$ cat config.mk
export PLATFORM = sky130hd
export DESIGN_NAME = uvs_div
export DESIGN_NICKNAME = d
export VERILOG_FILES = /design/src/rtl/uv_sphere_mesh_element_generator_top_assert.svh /design/src/rtl/uvs_div.sv
export SDC_FILE = /design/constraint.sdc
export NUM_CORES = 1
export LEC_CHECK = 0
export ABC_AREA = 1
export BUFFER_PORTS_ARGS = -buffer_cell sky130_fd_sc_hd__buf_2
export CAP_MARGIN = 20
export CORE_MARGIN = 4
export CORE_UTILIZATION = 68
export DETAILED_ROUTE_END_ITERATION = 10
export MAX_ROUTING_LAYER = met4
export PLACE_DENSITY = 0.87
export SLEW_MARGIN = 40
export SYNTH_ARGS = -nofsm -noshare
export SYNTH_HDL_FRONTEND = slang
export SYNTH_SLANG_ARGS = --single-unit
$ cat constraint.sdc
create_clock -name clk -period 2.95 [get_ports clk]
set_clock_uncertainty 0.15 [all_clocks]
set_input_delay 0.1475 -clock clk [delete_from_list [all_inputs] [get_ports clk]]
set_output_delay 0.1475 -clock clk [all_outputs]
set_load 0.01 [all_outputs]
$ cat src/rtl/uv_sphere_mesh_element_generator_top_assert.svh
// ----------------------------------------------------------------------------
// uv sphere element generator assertion macros
// Shared property wrappers; each expects clk and rst in scope.
// ----------------------------------------------------------------------------
`ifndef UV_SPHERE_MESH_ELEMENT_GENERATOR_TOP_ASSERT_SVH
`define UV_SPHERE_MESH_ELEMENT_GENERATOR_TOP_ASSERT_SVH

// same-cycle implication
`define UVS_CHECK(name, ante, cons) \
  name: assert property (@(posedge clk) disable iff (rst) (ante) |-> (cons)) \
    else $error("uvs check failed");

// next-cycle implication
`define UVS_CHECK_NEXT(name, ante, cons) \
  name: assert property (@(posedge clk) disable iff (rst) (ante) |=> (cons)) \
    else $error("uvs next-cycle check failed");

`endif

$ cat src/rtl/uvs_div.sv
// ----------------------------------------------------------------------------
// uvs_div
// Pipelined restoring divider, one quotient bit per stage.
// ----------------------------------------------------------------------------
`default_nettype none

module uvs_div #(
  parameter int NW = 17,
  parameter int DW = 10,
  parameter int QW = 17
) (
  input  logic          clk,
  input  logic          en,
  input  logic [NW-1:0] num,
  input  logic [DW-1:0] den,
  output logic [QW-1:0] quo,
  output logic [DW-1:0] rem
);

  logic [DW-1:0] rem0;
  logic [DW-1:0] rs [QW];
  logic [DW-1:0] ds [QW];
  logic [QW-1:0] ns [QW];
  logic [QW-1:0] qs [QW];

  // upper numerator bits form the starting partial remainder
  generate
    if (NW > QW) begin : g_top
      assign rem0 = DW'(num[NW-1:QW]);
    end else begin : g_zero
      assign rem0 = '0;
    end
  endgenerate

  for (genvar k = 0; k < QW; k++) begin : g_stage
    logic [DW-1:0] r_in;
    logic [DW-1:0] d_in;
    logic [QW-1:0] n_in;
    logic [QW-1:0] q_in;
    logic [DW:0]   trial;
    logic          take;

    if (k == 0) begin : g_first
      assign r_in = rem0;
      assign d_in = den;
      assign n_in = num[QW-1:0];
      assign q_in = '0;
    end else begin : g_next
      assign r_in = rs[k-1];
      assign d_in = ds[k-1];
      assign n_in = ns[k-1];
      assign q_in = qs[k-1];
    end

    // shift in one numerator bit, subtract when it fits
    assign trial = {r_in, n_in[QW-1-k]};
    assign take  = (trial >= {1'b0, d_in});

    always_ff @(posedge clk) begin
      if (en) begin
        rs[k] <= take ? DW'(trial - {1'b0, d_in}) : DW'(trial);
        qs[k] <= {q_in[QW-2:0], take};
        ns[k] <= n_in;
        ds[k] <= d_in;
      end
    end
  end

  assign quo = qs[QW-1];
  assign rem = rs[QW-1];

endmodule

`default_nettype wire

**Yosys cells after proc, flatten, opt, wreduce, memory -nomap -nowiden**

Memory sizes are Yosys's and may differ from the RTL's.
Cells that the tools add are included.

- $add $sub $neg: 17
- $mul: 0
- Div/mod/pow operators: 0
- Magnitude comparators: 17
- Equal/unequal tests: 0
- Shift-type cells: 0
- Mux-type cells: 19
- Bitwise gates (word level): 0
- Reductions and logical operators: 0

Operator list:

| kind | count |
|---|---|
| 11-bit by 10-bit >= comparator with 1-bit output | 16 |
| 10-bit 2-to-1 mux | 17 |
| 10-bit subtractor | 16 |
| 1-bit by 10-bit >= comparator with 1-bit output | 1 |
| 1-bit by 10-bit subtractor with 10-bit output | 1 |
| 1-bit 2-to-1 mux | 2 |

- Flip-flop bits (word level): 0
- Bits in latches: 0
- Memory bits (writable): 918
- Bits in read-only memories: 0
- Input bits: 29
- Output and inout bits: 27
- Logic and storage cells: 57
- Memories: 4

Memories:

| name | depth | width | read ports | clocked after memory_dff | wr ports | RTL line | text |
|---|---|---|---|---|---|---|---|
| ns | 17 | 17 | 16 | 0 | 17 | uvs_div.sv:23 | `logic [QW-1:0] ns [QW];` |
| qs | 17 | 17 | 17 | 0 | 17 | uvs_div.sv:24 | `logic [QW-1:0] qs [QW];` |
| ds | 17 | 10 | 16 | 0 | 17 | uvs_div.sv:22 | `logic [DW-1:0] ds [QW];` |
| rs | 17 | 10 | 17 | 0 | 17 | uvs_div.sv:21 | `logic [DW-1:0] rs [QW];` |

**Longest topological paths before layout**

An unclocked memory read counts as a cell.

- Depth in word-level cells: 3
- Mapped depth: 13

**Least setup slack after synthesis**

OpenSTA, ideal clock, no wires.

- Path type: flip-flop to flip-flop
- Start point: memory rs[6][1] (netlist: rs[0][61])
- End point: memory rs[7][9] (netlist: rs[0][79]), data pin
- Library setup time: 0.252 ns
- Data arrival time: 1.515 ns
- Required time: 2.548 ns
- Slack: 1.034 ns
- Stages on the path, launching flop included: 10
- Period minus slack after synthesis: 1.916 ns
- Cell sequence: edfxtp_1 ha_1 or2_0 nand3_1 nand2_1 nand2_1 nand2_2 buf_12 nand3_4 nand2_2

RTL lines:

| what | RTL line |
|---|---|
| from (decl) | uvs_div.sv:21 |

==> impl_metrics.json <==
{
  "portBuffers": 55,
  "die_h_um": 219,
  "setup_viol": 0,
  "root_buffer": "clkbuf_16",
  "setup_tns_ns": 0,
  "cp.arrival_ns": 2.67,
  "syn_area_mm2": 0.0302,
  "power_density_mw_per_mm2": 957,
  "intPower_mw": 20.8,
  "cts_num_sinks": 619,
  "swShare_pct": 35.6,
  "final_cell_mix": "nand2_1 (932), edfxtp_1 (619), inv_1 (438)",
  "p_clk_share_pct": 25.5,
  "ir_drop_v": 0.000580,
  "wire_per_inst_um": 17.3,
  "grt_pass1_wl_mm": 102,
  "avgSynthCellArea_um2": 10.6,
  "drc": 0,
  "ys_types": 33,
  "cts_made_buffers": 60,
  "rows": 76,
  "drt-initial-drc-count": 2139,
  "antenna_found_initial": 0,
  "place.gp.congestion": 0.950,
  "drive_gt1_share_pct": 10.6,
  "min_period_ns": 2.48,
  "routed-via-count": 20000,
  "cp-end-kind": "flop",
  "via_per_inst": 5.52,
  "min_path_type": "in -> reg",
  "ys_seq_area_share_pct": 61.5,
  "area_growth_pct": 11.6,
  "die_area_mm2": 0.0479,
  "final_common_cell": "nand2_1",
  "grt_overflow": 0,
  "ant_nets": 0,
  "critPathMostFrequentCell": "nand2_1",
  "path_cells": "ha_1 > nand2_1 > nor2_1 > nand3_1 > nand2_1 > nand2_1 > nand2_2 > inv_2 > nand2_1 > nand2_1",
  "critical_path_class": "reg -> reg",
  "period_share_pct": 84.1,
  "syn_nets": 3060,
  "yosys_warnings": 0,
  "tightestPinTransition_ns": 0.766,
  "leakage_nw": 15.3,
  "insertion_delay_ns": 0.62,
  "hold_viol_final": 0,
  "status": "finished clean",
  "slew_headroom_pct": 48.4,
  "cap_violations": 0,
  "synthCells": 2853,
  "maxSlewViolCount": 0,
  "pin_count": 56,
  "grtUsageTotal_pct": 27.5,
  "core_mm2": 0.0436,
  "cp_slowest_cell": "ha_1",
  "path_clk_slew_ns": 0.06,
  "p_switching_mw": 11.5,
  "first_pass_iters": 6,
  "start_util_pct": 69.4,
  "antenna_cells": 0,
  "wirelength_mm": 62.9,
  "htreeDepth": 2,
  "hpwl_mm": 43.8,
  "cp_max_fo": 13,
  "grt_setup_unrepaired": "no",
  "cp.required_ns": 3.14,
  "grt_max_degree": 119,
  "finalPower_mw": 32.3,
  "nets": 3206,
  "grt_pass1_vias": 20100,
  "seqPwrFrac_pct": 39.9,
  "die-width_um": 219,
  "cts_tree": "built",
  "fmax_mhz": 403,
  "startpoint_type": "flop",
  "power_frac_comb_pct": 34.6,
  "slowest_delay_ns": 0.44,
  "post_cts_resized": 0,
  "synth-seq-cells": 619,
  "clockBufferDepth": 3
}
cell families (layout without fill, tap and decap cells):
group	after synthesis	in the layout	share of synthesized area, %
buf+inv	482	677	6.44
flops	619	619	61.5
simple gates	1417	1417	21.0
xor+xnor	49	49	1.42
fa+ha+maj	178	178	7.76
compound gates	108	108	1.93
cell type report:
| cell class | instances | area, um^2 |
|---|---|---|
| clock buffers | 68 | 1550 |
| clock inverters | 43 | 579 |
| fillers | 2724 | 9830 |
| inverters | 466 | 1750 |
| multi-input cells | 1752 | 9690 |
| flip-flops and latches | 619 | 18600 |
| well taps | 585 | 732 |
| repair buffers | 100 | 831 |
flip-flops by register name (all words and copies together), names as in the netlist:
signal	count
qs	153
rs	170
ns	136
ds	160
worst paths after layout:
check                  start    endpoint  slack, ns  cells past startpoint
setup / recovery   rs[0][83]   rs[0][95]       0.47                     10
hold reg to reg   ns[0][119]  ns[0][136]       0.26                      0
hold / removal       num[15]   ns[0][15]       0.09                      2
setup reg to reg   rs[0][83]   rs[0][95]       0.47                     10
power groups by stage:
stage / combinational (mW) / sequential, mW / clock [mW]
after CTS: 11.1 / 12.9 / 8.33
after global placement: 10.5 / 13.0 / 0
after detailed placement: 10.8 / 13.0 / 0
final: 11.2 / 12.9 / 8.23
after global routing: 12.6 / 13.0 / 8.76
after floorplan: 8.45 / 12.6 / 0
Yosys cell counts:
cell | n | area, um^2
buf_12 | 2 | 40.0
nor2_2 | 3 | 18.8
nand2_4 | 7 | 78.8
inv_2 | 28 | 105
or2_2 | 15 | 93.8
o21ai_1 | 4 | 20.0
a21oi_1 | 70 | 350
o21bai_1 | 8 | 60.1
nand3b_1 | 26 | 195
o21ai_0 | 17 | 85.1
ha_1 | 162 | 2030
nand2_1 | 932 | 3500
o21a_1 | 8 | 60.1
buf_6 | 14 | 158
or2_1 | 2 | 12.5
a21oi_2 | 1 | 8.76
xnor2_1 | 1 | 8.76
nor4b_1 | 2 | 17.5
nand3_1 | 154 | 771
inv_1 | 438 | 1640
nand4_1 | 21 | 131
xor2_1 | 48 | 420
edfxtp_1 | 619 | 18600
nand4_4 | 1 | 21.3
nor3_1 | 7 | 35.0
nor2_1 | 130 | 488
or2_0 | 3 | 18.8
nand3_2 | 52 | 521
fa_1 | 16 | 320
nand2_2 | 44 | 275
and2_1 | 13 | 81.3
nor4_1 | 1 | 6.26
nand3_4 | 4 | 70.1
repair_timing:
item	4_1_cts	5_1_grt
endpoints found under the hold margin	80	0
hold buffers	28	0
setup buffers	0	0
stage by stage:
stage	instances	area, um^2	setup WS [ns]	hold slack (ns)	util [%]
final	3633	33700	0.470	0.0924	77.4
after CTS	3633	33700	0.483	0.0501	77.4
after global placement	3494	31300	0.460	0.174	71.9
after detailed placement	3494	31300	0.494	0.176	71.9
after global routing	3633	33700	0.313	0.0918	77.4
after floorplan	2853	30200	1.03	0.0964	-
worst max-delay path: cells and delay by family (launching register included):
family | cells | cell delay [ns]
adder cells (fa/ha/maj) | 1 | 0.44
buffers and inverters | 1 | 0.19
flip-flops | 1 | 0.41
AND/OR/NAND/NOR | 8 | 1.03
routing by layer:
metal | part of all wire [%] | GRT usage (%)
met5 | 0 | -
met4 | 4.5 | 11.2
met3 | 5.5 | 4.28
met2 | 51 | 47.7
met1 | 39 | 32.5
Note: power is estimated with default switching activity, not from simulation.
