<file path="src/rtl/uv_sphere_mesh_element_generator_top_assert.svh">
// ----------------------------------------------------------------------------
// uv sphere element generator assertion macros
// Shared property wrappers; each expects clk and rst in scope.
// ----------------------------------------------------------------------------
`ifndef UV_SPHERE_MESH_ELEMENT_GENERATOR_TOP_ASSERT_SVH
`define UV_SPHERE_MESH_ELEMENT_GENERATOR_TOP_ASSERT_SVH

// same-cycle implication
`define UVS_CHECK(name, ante, cons) \
  name: assert property (@(posedge clk) disable iff (rst) (ante) |-> (cons)) \
    else $error("uvs check failed");

// next-cycle implication
`define UVS_CHECK_NEXT(name, ante, cons) \
  name: assert property (@(posedge clk) disable iff (rst) (ante) |=> (cons)) \
    else $error("uvs next-cycle check failed");

`endif

</file>
<file path="src/rtl/uvs_pkg.sv">
// ----------------------------------------------------------------------------
// uvs_pkg
// Shared constants, codes and types of the uv sphere element generator.
// ----------------------------------------------------------------------------
`default_nettype none

package uvs_pkg;

  // field widths
  localparam int IDX_W      = 17;
  localparam int CNT_W      = 9;
  localparam int RAD_W      = 16;
  localparam int POS_W      = 17;
  localparam int CFG_IDX_W  = 2;
  localparam int CFG_DATA_W = 16;
  localparam int PHASE_W    = 16;

  // default size limits
  localparam int DEF_MAX_SLICES = 256;
  localparam int DEF_MAX_STACKS = 256;

  // register reset values and lower clamps
  localparam logic [CNT_W-1:0] RST_SLICES = 9'd8;
  localparam logic [CNT_W-1:0] RST_STACKS = 9'd4;
  localparam logic [RAD_W-1:0] RST_RADIUS = 16'd256;
  localparam logic [CNT_W-1:0] MIN_SLICES = 9'd3;
  localparam logic [CNT_W-1:0] MIN_STACKS = 9'd1;

  // request kinds
  localparam logic ACT_VERTEX = 1'b0;
  localparam logic ACT_FACE   = 1'b1;

  // register indexes
  localparam logic [CFG_IDX_W-1:0] REG_SLICES = 2'd0;
  localparam logic [CFG_IDX_W-1:0] REG_STACKS = 2'd1;
  localparam logic [CFG_IDX_W-1:0] REG_RADIUS = 2'd2;

  // cordic, Q2.30 results, 2^32 angle units per turn
  localparam int CORDIC_STEPS = 16;
  localparam int CORDIC_LAT   = CORDIC_STEPS + 2;
  localparam int CORDIC_W     = 34;
  localparam int TRIG_W       = 32;
  localparam logic signed [CORDIC_W-1:0] CORDIC_GAIN = 34'sd652032874;
  localparam logic signed [31:0] ANGLE_QUARTER = 32'sd1073741824;
  localparam logic signed [31:0] ATAN_TURNS [CORDIC_STEPS] = '{
    32'sd536870912, 32'sd316933406, 32'sd167458907, 32'sd85004756,
    32'sd42667331,  32'sd21354465,  32'sd10679838,  32'sd5340245,
    32'sd2670163,   32'sd1335087,   32'sd667544,    32'sd333772,
    32'sd166886,    32'sd83443,     32'sd41722,     32'sd20861
  };

  localparam logic [PHASE_W-1:0] PHASE_QUARTER = 16'd16384;
  localparam logic signed [POS_W-1:0] COORD_LIMIT = 17'sd65535;

  // flags and payload carried beside the first divider
  typedef struct packed {
    logic             res_ok;
    logic             is_face;
    logic             pole_top;
    logic             pole_bot;
    logic             top_fan;
    logic [IDX_W-1:0] idx;
  } side1_t;

  // flags and face corners carried beside the trig pipeline
  typedef struct packed {
    logic             res_ok;
    logic             is_face;
    logic             pole_top;
    logic             pole_bot;
    logic [IDX_W-1:0] ca;
    logic [IDX_W-1:0] cb;
    logic [IDX_W-1:0] cc;
  } side2_t;

endpackage

`default_nettype wire

</file>
<file path="src/rtl/uvs_cordic.sv">
// ----------------------------------------------------------------------------
// uvs_cordic
// Pipelined rotation cordic giving cosine and sine of a 16-bit phase.
// ----------------------------------------------------------------------------
`default_nettype none

module uvs_cordic (
  input  logic                                   clk,
  input  logic                                   en,
  input  logic [uvs_pkg::PHASE_W-1:0]            phase,
  output logic signed [uvs_pkg::TRIG_W-1:0]      cos_val,
  output logic signed [uvs_pkg::TRIG_W-1:0]      sin_val
);

  localparam int N = uvs_pkg::CORDIC_STEPS;
  localparam int W = uvs_pkg::CORDIC_W;

  logic signed [W-1:0] xs  [N+1];
  logic signed [W-1:0] ys  [N+1];
  logic signed [31:0]  ang [N+1];
  logic [N:0]          neg;

  logic signed [31:0] a_raw;
  logic signed [31:0] a_fold;
  logic               fold_neg;

  // fold the angle into the right half plane, half a turn flips the msb
  always_comb begin
    a_raw    = $signed({phase, 16'b0});
    a_fold   = a_raw;
    fold_neg = 1'b0;
    if (a_raw > uvs_pkg::ANGLE_QUARTER || a_raw < -uvs_pkg::ANGLE_QUARTER) begin
      a_fold   = $signed({~a_raw[31], a_raw[30:0]});
      fold_neg = 1'b1;
    end
  end

  always_ff @(posedge clk) begin
    if (en) begin
      xs[0]  <= uvs_pkg::CORDIC_GAIN;
      ys[0]  <= '0;
      ang[0] <= a_fold;
      neg[0] <= fold_neg;
    end
  end

  // one micro-rotation per stage
  for (genvar k = 0; k < N; k++) begin : g_iter
    always_ff @(posedge clk) begin
      if (en) begin
        if (!ang[k][31]) begin
          xs[k+1]  <= xs[k] - (ys[k] >>> k);
          ys[k+1]  <= ys[k] + (xs[k] >>> k);
          ang[k+1] <= ang[k] - uvs_pkg::ATAN_TURNS[k];
        end else begin
          xs[k+1]  <= xs[k] + (ys[k] >>> k);
          ys[k+1]  <= ys[k] - (xs[k] >>> k);
          ang[k+1] <= ang[k] + uvs_pkg::ATAN_TURNS[k];
        end
        neg[k+1] <= neg[k];
      end
    end
  end

  // undo the fold
  always_ff @(posedge clk) begin
    if (en) begin
      cos_val <= neg[N] ? uvs_pkg::TRIG_W'(-xs[N]) : uvs_pkg::TRIG_W'(xs[N]);
      sin_val <= neg[N] ? uvs_pkg::TRIG_W'(-ys[N]) : uvs_pkg::TRIG_W'(ys[N]);
    end
  end

endmodule

`default_nettype wire

</file>
<file path="config.mk">
export PLATFORM = sky130hd
export DESIGN_NAME = uvs_cordic
export DESIGN_NICKNAME = d
export VERILOG_FILES = /design/src/rtl/uv_sphere_mesh_element_generator_top_assert.svh /design/src/rtl/uvs_pkg.sv /design/src/rtl/uvs_cordic.sv
export SDC_FILE = /design/constraint.sdc
export NUM_CORES = 2
export LEC_CHECK = 0
export ABC_AREA = 0
export BUFFER_PORTS_ARGS = -buffer_cell sky130_fd_sc_hd__buf_4
export CAP_MARGIN = 30
export CORE_AREA = 2 2 458 460
export DETAILED_ROUTE_END_ITERATION = 8
export DIE_AREA = 0 0 460 462
export GPL_TIMING_DRIVEN = 0
export HOLD_SLACK_MARGIN = 0.05
export PLACE_DENSITY_LB_ADDON = 0.1
export SETUP_SLACK_MARGIN = 0.05
export SYNTH_ARGS = -nofsm -noshare
export SYNTH_HDL_FRONTEND = slang
export SYNTH_SLANG_ARGS = --single-unit
export TNS_END_PERCENT = 10
</file>
<file path="constraint.sdc">
create_clock -name clk -period 5.23 [get_ports clk]
set_input_delay 0.2615 -clock clk [delete_from_list [all_inputs] [get_ports clk]]
set_output_delay 0.2615 -clock clk [all_outputs]
set_load 0.02 [all_outputs]
</file>
Word-level counts from Yosys, hierarchy flattened
Memories as Yosys holds them, arrays and structs flattened.
Cells that the tools add are included.
- add/subtract/negate cells: 97
- order comparisons: 2
- muxes and demuxes: 150
- bitwise gates (word level): 49
- reduce and logical (&&, ||, !) cells: 1
- operators by type and width (cell ; number):
    $mux W34 ; 32
    $mux W32 ; 19
    $mux W1 ; 99
    $add A34 B19 Y34 ; 2
    $add A34 B20 Y34 ; 2
    $add A34 B21 Y34 ; 2
    $add A34 B22 Y34 ; 2
    $add A34 B23 Y34 ; 2
    $add A34 B24 Y34 ; 2
    $add A34 B25 Y34 ; 2
    $add A34 B26 Y34 ; 2
    $add A34 B27 Y34 ; 2
    $add A34 B28 Y34 ; 2
    $add A34 B29 Y34 ; 2
    $add A34 B30 Y34 ; 2
    $add A34 B31 Y34 ; 2
    $add A34 B32 Y34 ; 2
    $add A34 B33 Y34 ; 2
    $sub A34 B19 Y34 ; 2
    $sub A34 B20 Y34 ; 2
    $sub A34 B21 Y34 ; 2
    $sub A34 B22 Y34 ; 2
    $sub A34 B23 Y34 ; 2
    $sub A34 B24 Y34 ; 2
    other kinds (49) ; 107
- register bits after elaboration: 81
- RAM bits: 1700
- bits of input ports: 18
- logic and storage cells: 321
- memories: 3
- memories (name ; words ; bits a word ; rd ports ; clocked after memory_dff ; wr ports ; RTL line ; source):
    xs ; 17 ; 34 ; 17 ; 0 ; 17 ; uvs_cordic.sv:18 ; logic signed [W-1:0] xs [N+1];
    ys ; 17 ; 34 ; 17 ; 0 ; 17 ; uvs_cordic.sv:19 ; logic signed [W-1:0] ys [N+1];
    ang ; 17 ; 32 ; 16 ; 0 ; 17 ; uvs_cordic.sv:20 ; logic signed [31:0] ang [N+1];

Longest topological paths before layout
An unclocked memory read counts as a cell.
- depth after elaboration: 5
- gate-level depth with buffers: 22

Worst setup path before layout
No wires, ideal clock.
- kind: input port to flip-flop
- start: in en
- end: mem ang[10][29] (data pin)
- setup time: 0.269 ns
- arrival: 4.601 ns
- required time: 4.961 ns
- slack: 0.360 ns
- cell stages on the path: 18
- path buffers: 4
- path through: clkbuf_1 > clkbuf_1 > nand2_1 > inv_1 > clkbuf_1 > clkbuf_1 > ha_1 > a21o_1 > a211oi_1 > o21ai_0 > o31ai_1 > a211oi_1 > o211a_1 > or3_1 > a21oi_1 > o21ai_0 > a2111oi_0 > nor3_1
- RTL lines (element ; RTL line ; source):
    from (decl) ; uvs_cordic.sv:9 ; input logic en,
    to (decl) ; uvs_cordic.sv:20 ;

==> out/metrics.yaml <==
status:
  outcome: "finished clean"
global_routing:
  overflow: 0
  grt_pass1_vias: 92382
  grt_usage: 0.303
  grt_pass1_wl_um: 512000
  grt_start_max_net_pins: 70
  antenna_found_initial: 9
synthesis:
  synth_edf_count: 1494
  ys.flop_type: "edfxtp_1"
  ys_seq_elements: 1494
  postSynthCellCount: 12540
  synth.distinct_cells: 84
  ys_warn_count: 0
  synth.avg_cell_area_sq_um: 9.72
  synth_area_sq_um: 122000
  synth_nets: 13947
  synth-seq-area-share: 0.368
  ys_async_sr_fraction: 0
worst_setup_path:
  crit_chain: "nand2_1 -> inv_1 -> clkbuf_4 -> clkbuf_2 -> buf_8 -> nor2_1 -> xor2_1 -> ha_1 -> a21o_1 -> a21oi_1 -> o21ai_1 -> a31o_2 -> a211oi_2 -> a21oi_1 -> a41o_1 -> a31oi_2 -> o311ai_0 -> o311ai_1"
  crit_path_top_delay_cell: "edfxtp_1"
  crit_start: "ang[3][31]"
  crit_fanout: 14
  cp_top_family: "compound AO/OA/AOI/OAI gates"
  endpoint_kind: "flop"
  cp.required_ns: 5.83
  cp.arrival_ns: 5.76
  r2r-start: "ang[3][31]"
  cp_slowest_stage_delay_ns: 0.47
  critPathKind: "reg2reg"
  path_buf_inv: 4
  cpMostUsedCell: "a21oi_1"
  startpoint_type: "flop"
finish:
  final_cells: 15725
  post-route-util: 0.645
  syn2layout_area_growth_pct: 10.1
  fillers: 16901
  drive_gt1_frac: 0.0580
  nNetsFinal: 14270
detailed_routing:
  ant_nets: 0
  num_vias: 97125
  drc: 0
  drt_pass1_iterations: 6
  routed_wl_um: 330000
  drtIter0Drc: 8083
  routed_via_density: 6.18
  drt-wirelength-per-cell_um: 21.0
sta:
  hold_viol: 0
  whs_ns: 0.134
  report.final.slew_viol_count: 0
  fin_worst_skew_ns: 0.0438
  max_freq_ghz: 0.194
  period_needed_ns: 5.16
  setup_viol: 0
  finalCritPeriodShare: 0.987
  rsz0062_at_grt: "true"
  worst_slew_pin_slew_ns: 1.18
  setup_ws_ns: 0.0703
  maxSlewHeadroom: 0.210
clock_network:
  cts_max_level: 4
  cts_made_buffers: 171
  cts_root_buf: "clkbuf_16"
  clock_path_buffers: 3
  clk_pin_slew_worst_paths_ns: 0.06
  cts.sinks: 1494
  cts_tree: "done"
  clk_latency_ns: 0.87
placement:
  pre_cts_ws_ns: -2.63
  portBuffers: 81
  gp_congestion: 0.965
  dp_hpwl_um: 261000
  dp_cells: 15371
floorplanning:
  fp-row-count: 168
  die_x_um: 460
  die_h_um: 462
  die-area_sq_um: 213000
  ios: 82
  core-area_sq_um: 208000
  start_util: 0.586
hold_path:
  hold_path.class: "in2reg"
  hp-start: "phase[11]"
flow_run:
  drv_cap: 0
## state kept, by name, indices dropped and copies added, names as in the netlist
register,flops
ys,509
xs,482
ang,422
cos_val,32
sin_val,32
neg,17
## final timing paths
path,end,slack [ns],cells past startpoint
max reg2reg,xs[4][32],0.07,18
min reg2reg,ang[1][27],0.42,0
min,ang[0][27],0.13,2
max,xs[4][32],0.07,18
## layer usage
metal,GRT usage,part of all wire
met5,0,0.00012
met4,0.118,0.042
met3,0.0420,0.056
met2,0.522,0.48
met1,0.383,0.42
## layout by cell type (no fill, tap or decap), types with 535 or more instances in the layout
cell	instances
o21ai_0	703
nand2_1	716
a21o_1	595
nor2_1	982
xor2_1	611
ha_1	1344
a21oi_1	1202
xnor2_1	1215
edfxtp_1	1494
inv_1	535
## cells in the mapped netlist (22+ instances only)
cell type | count | area share
o211ai_1 | 53 | 0.0033
a2111oi_0 | 22 | 0.0016
ha_1 | 1345 | 0.14
o31a_1 | 30 | 0.0022
xor2_1 | 611 | 0.044
a31oi_1 | 111 | 0.0057
o21bai_1 | 167 | 0.010
nand3b_1 | 24 | 0.0015
o31ai_1 | 147 | 0.0090
or4_1 | 50 | 0.0031
mux2_2 | 45 | 0.0042
a21oi_1 | 1211 | 0.050
and2_1 | 59 | 0.0030
nand2_1 | 724 | 0.022
nor3b_1 | 32 | 0.0020
and3_1 | 94 | 0.0048
inv_1 | 535 | 0.016
fa_1 | 44 | 0.0072
o21ai_0 | 718 | 0.029
a211oi_1 | 118 | 0.0073
a21boi_0 | 58 | 0.0036
a221oi_1 | 24 | 0.0017
nand2b_1 | 218 | 0.011
nand4_1 | 86 | 0.0044
nor2b_1 | 179 | 0.0092
buf_1 | 37 | 0.0011
or2_2 | 39 | 0.0020
a211o_1 | 22 | 0.0016
nor2_1 | 986 | 0.030
xnor2_1 | 1221 | 0.088
o41ai_1 | 65 | 0.0047
mux2i_1 | 61 | 0.0050
a21o_1 | 595 | 0.037
or3_1 | 112 | 0.0057
a31o_2 | 22 | 0.0016
nand3_1 | 191 | 0.0078
edfxtp_1 | 1494 | 0.37
nor3_1 | 275 | 0.011
nor4_1 | 80 | 0.0041
clkbuf_1 | 149 | 0.0046
o21a_1 | 215 | 0.013
## cell families (layout without fill, tap and decap cells)
kind of cell | Yosys count | in the layout | share of synthesized area
adders and majority gates | 1389 | 1389 | 0.145
other | 0 | 3 | 0
DFF | 1494 | 1494 | 0.368
and+or+nand+nor | 3203 | 3203 | 0.127
muxes | 106 | 106 | 0.00916
buffers and inverters | 728 | 1190 | 0.0225
xor gates and xnor gates | 1832 | 1832 | 0.132
AOI/OAI and AO/OA | 3788 | 3788 | 0.197
## repair_timing
item                                    CTS  global route
endpoints found under the hold margin    82             0
gates resized for setup                 124           167
hold buffers                             27             0
endpoints found under the setup margin  427           148
pin swaps                                 3             9
cloned                                    1             0
setup buffers                             1             9
## metrics by stage
step                cell area (sq um)  setup TNS [ns]
floorplan                      122000               0
global placement               126000        -6919.93
detailed placement             127000         -762.02
CTS                            133000         -0.0909
global route                   134000          -0.880
finish                         134000               0
## layout make-up
class                           count  area [sq um]  share of cell area
Inverter                          540          2030              0.0151
Timing Repair Buffer              151          1690              0.0126
Clock buffer                      197          4400              0.0327
Multi-Input combinational cell  10318         75400               0.561
Buffer                            187           947             0.00705
Sequential cell                  1494         44900               0.334
Antenna cell                        3          7.51           0.0000559
Tap cell                         2720          3400              0.0253
Clock inverter                    115          1560              0.0116
Power is not shown: default switching activity piles up to over one toggle a cycle in this logic, so the estimate is an artifact.
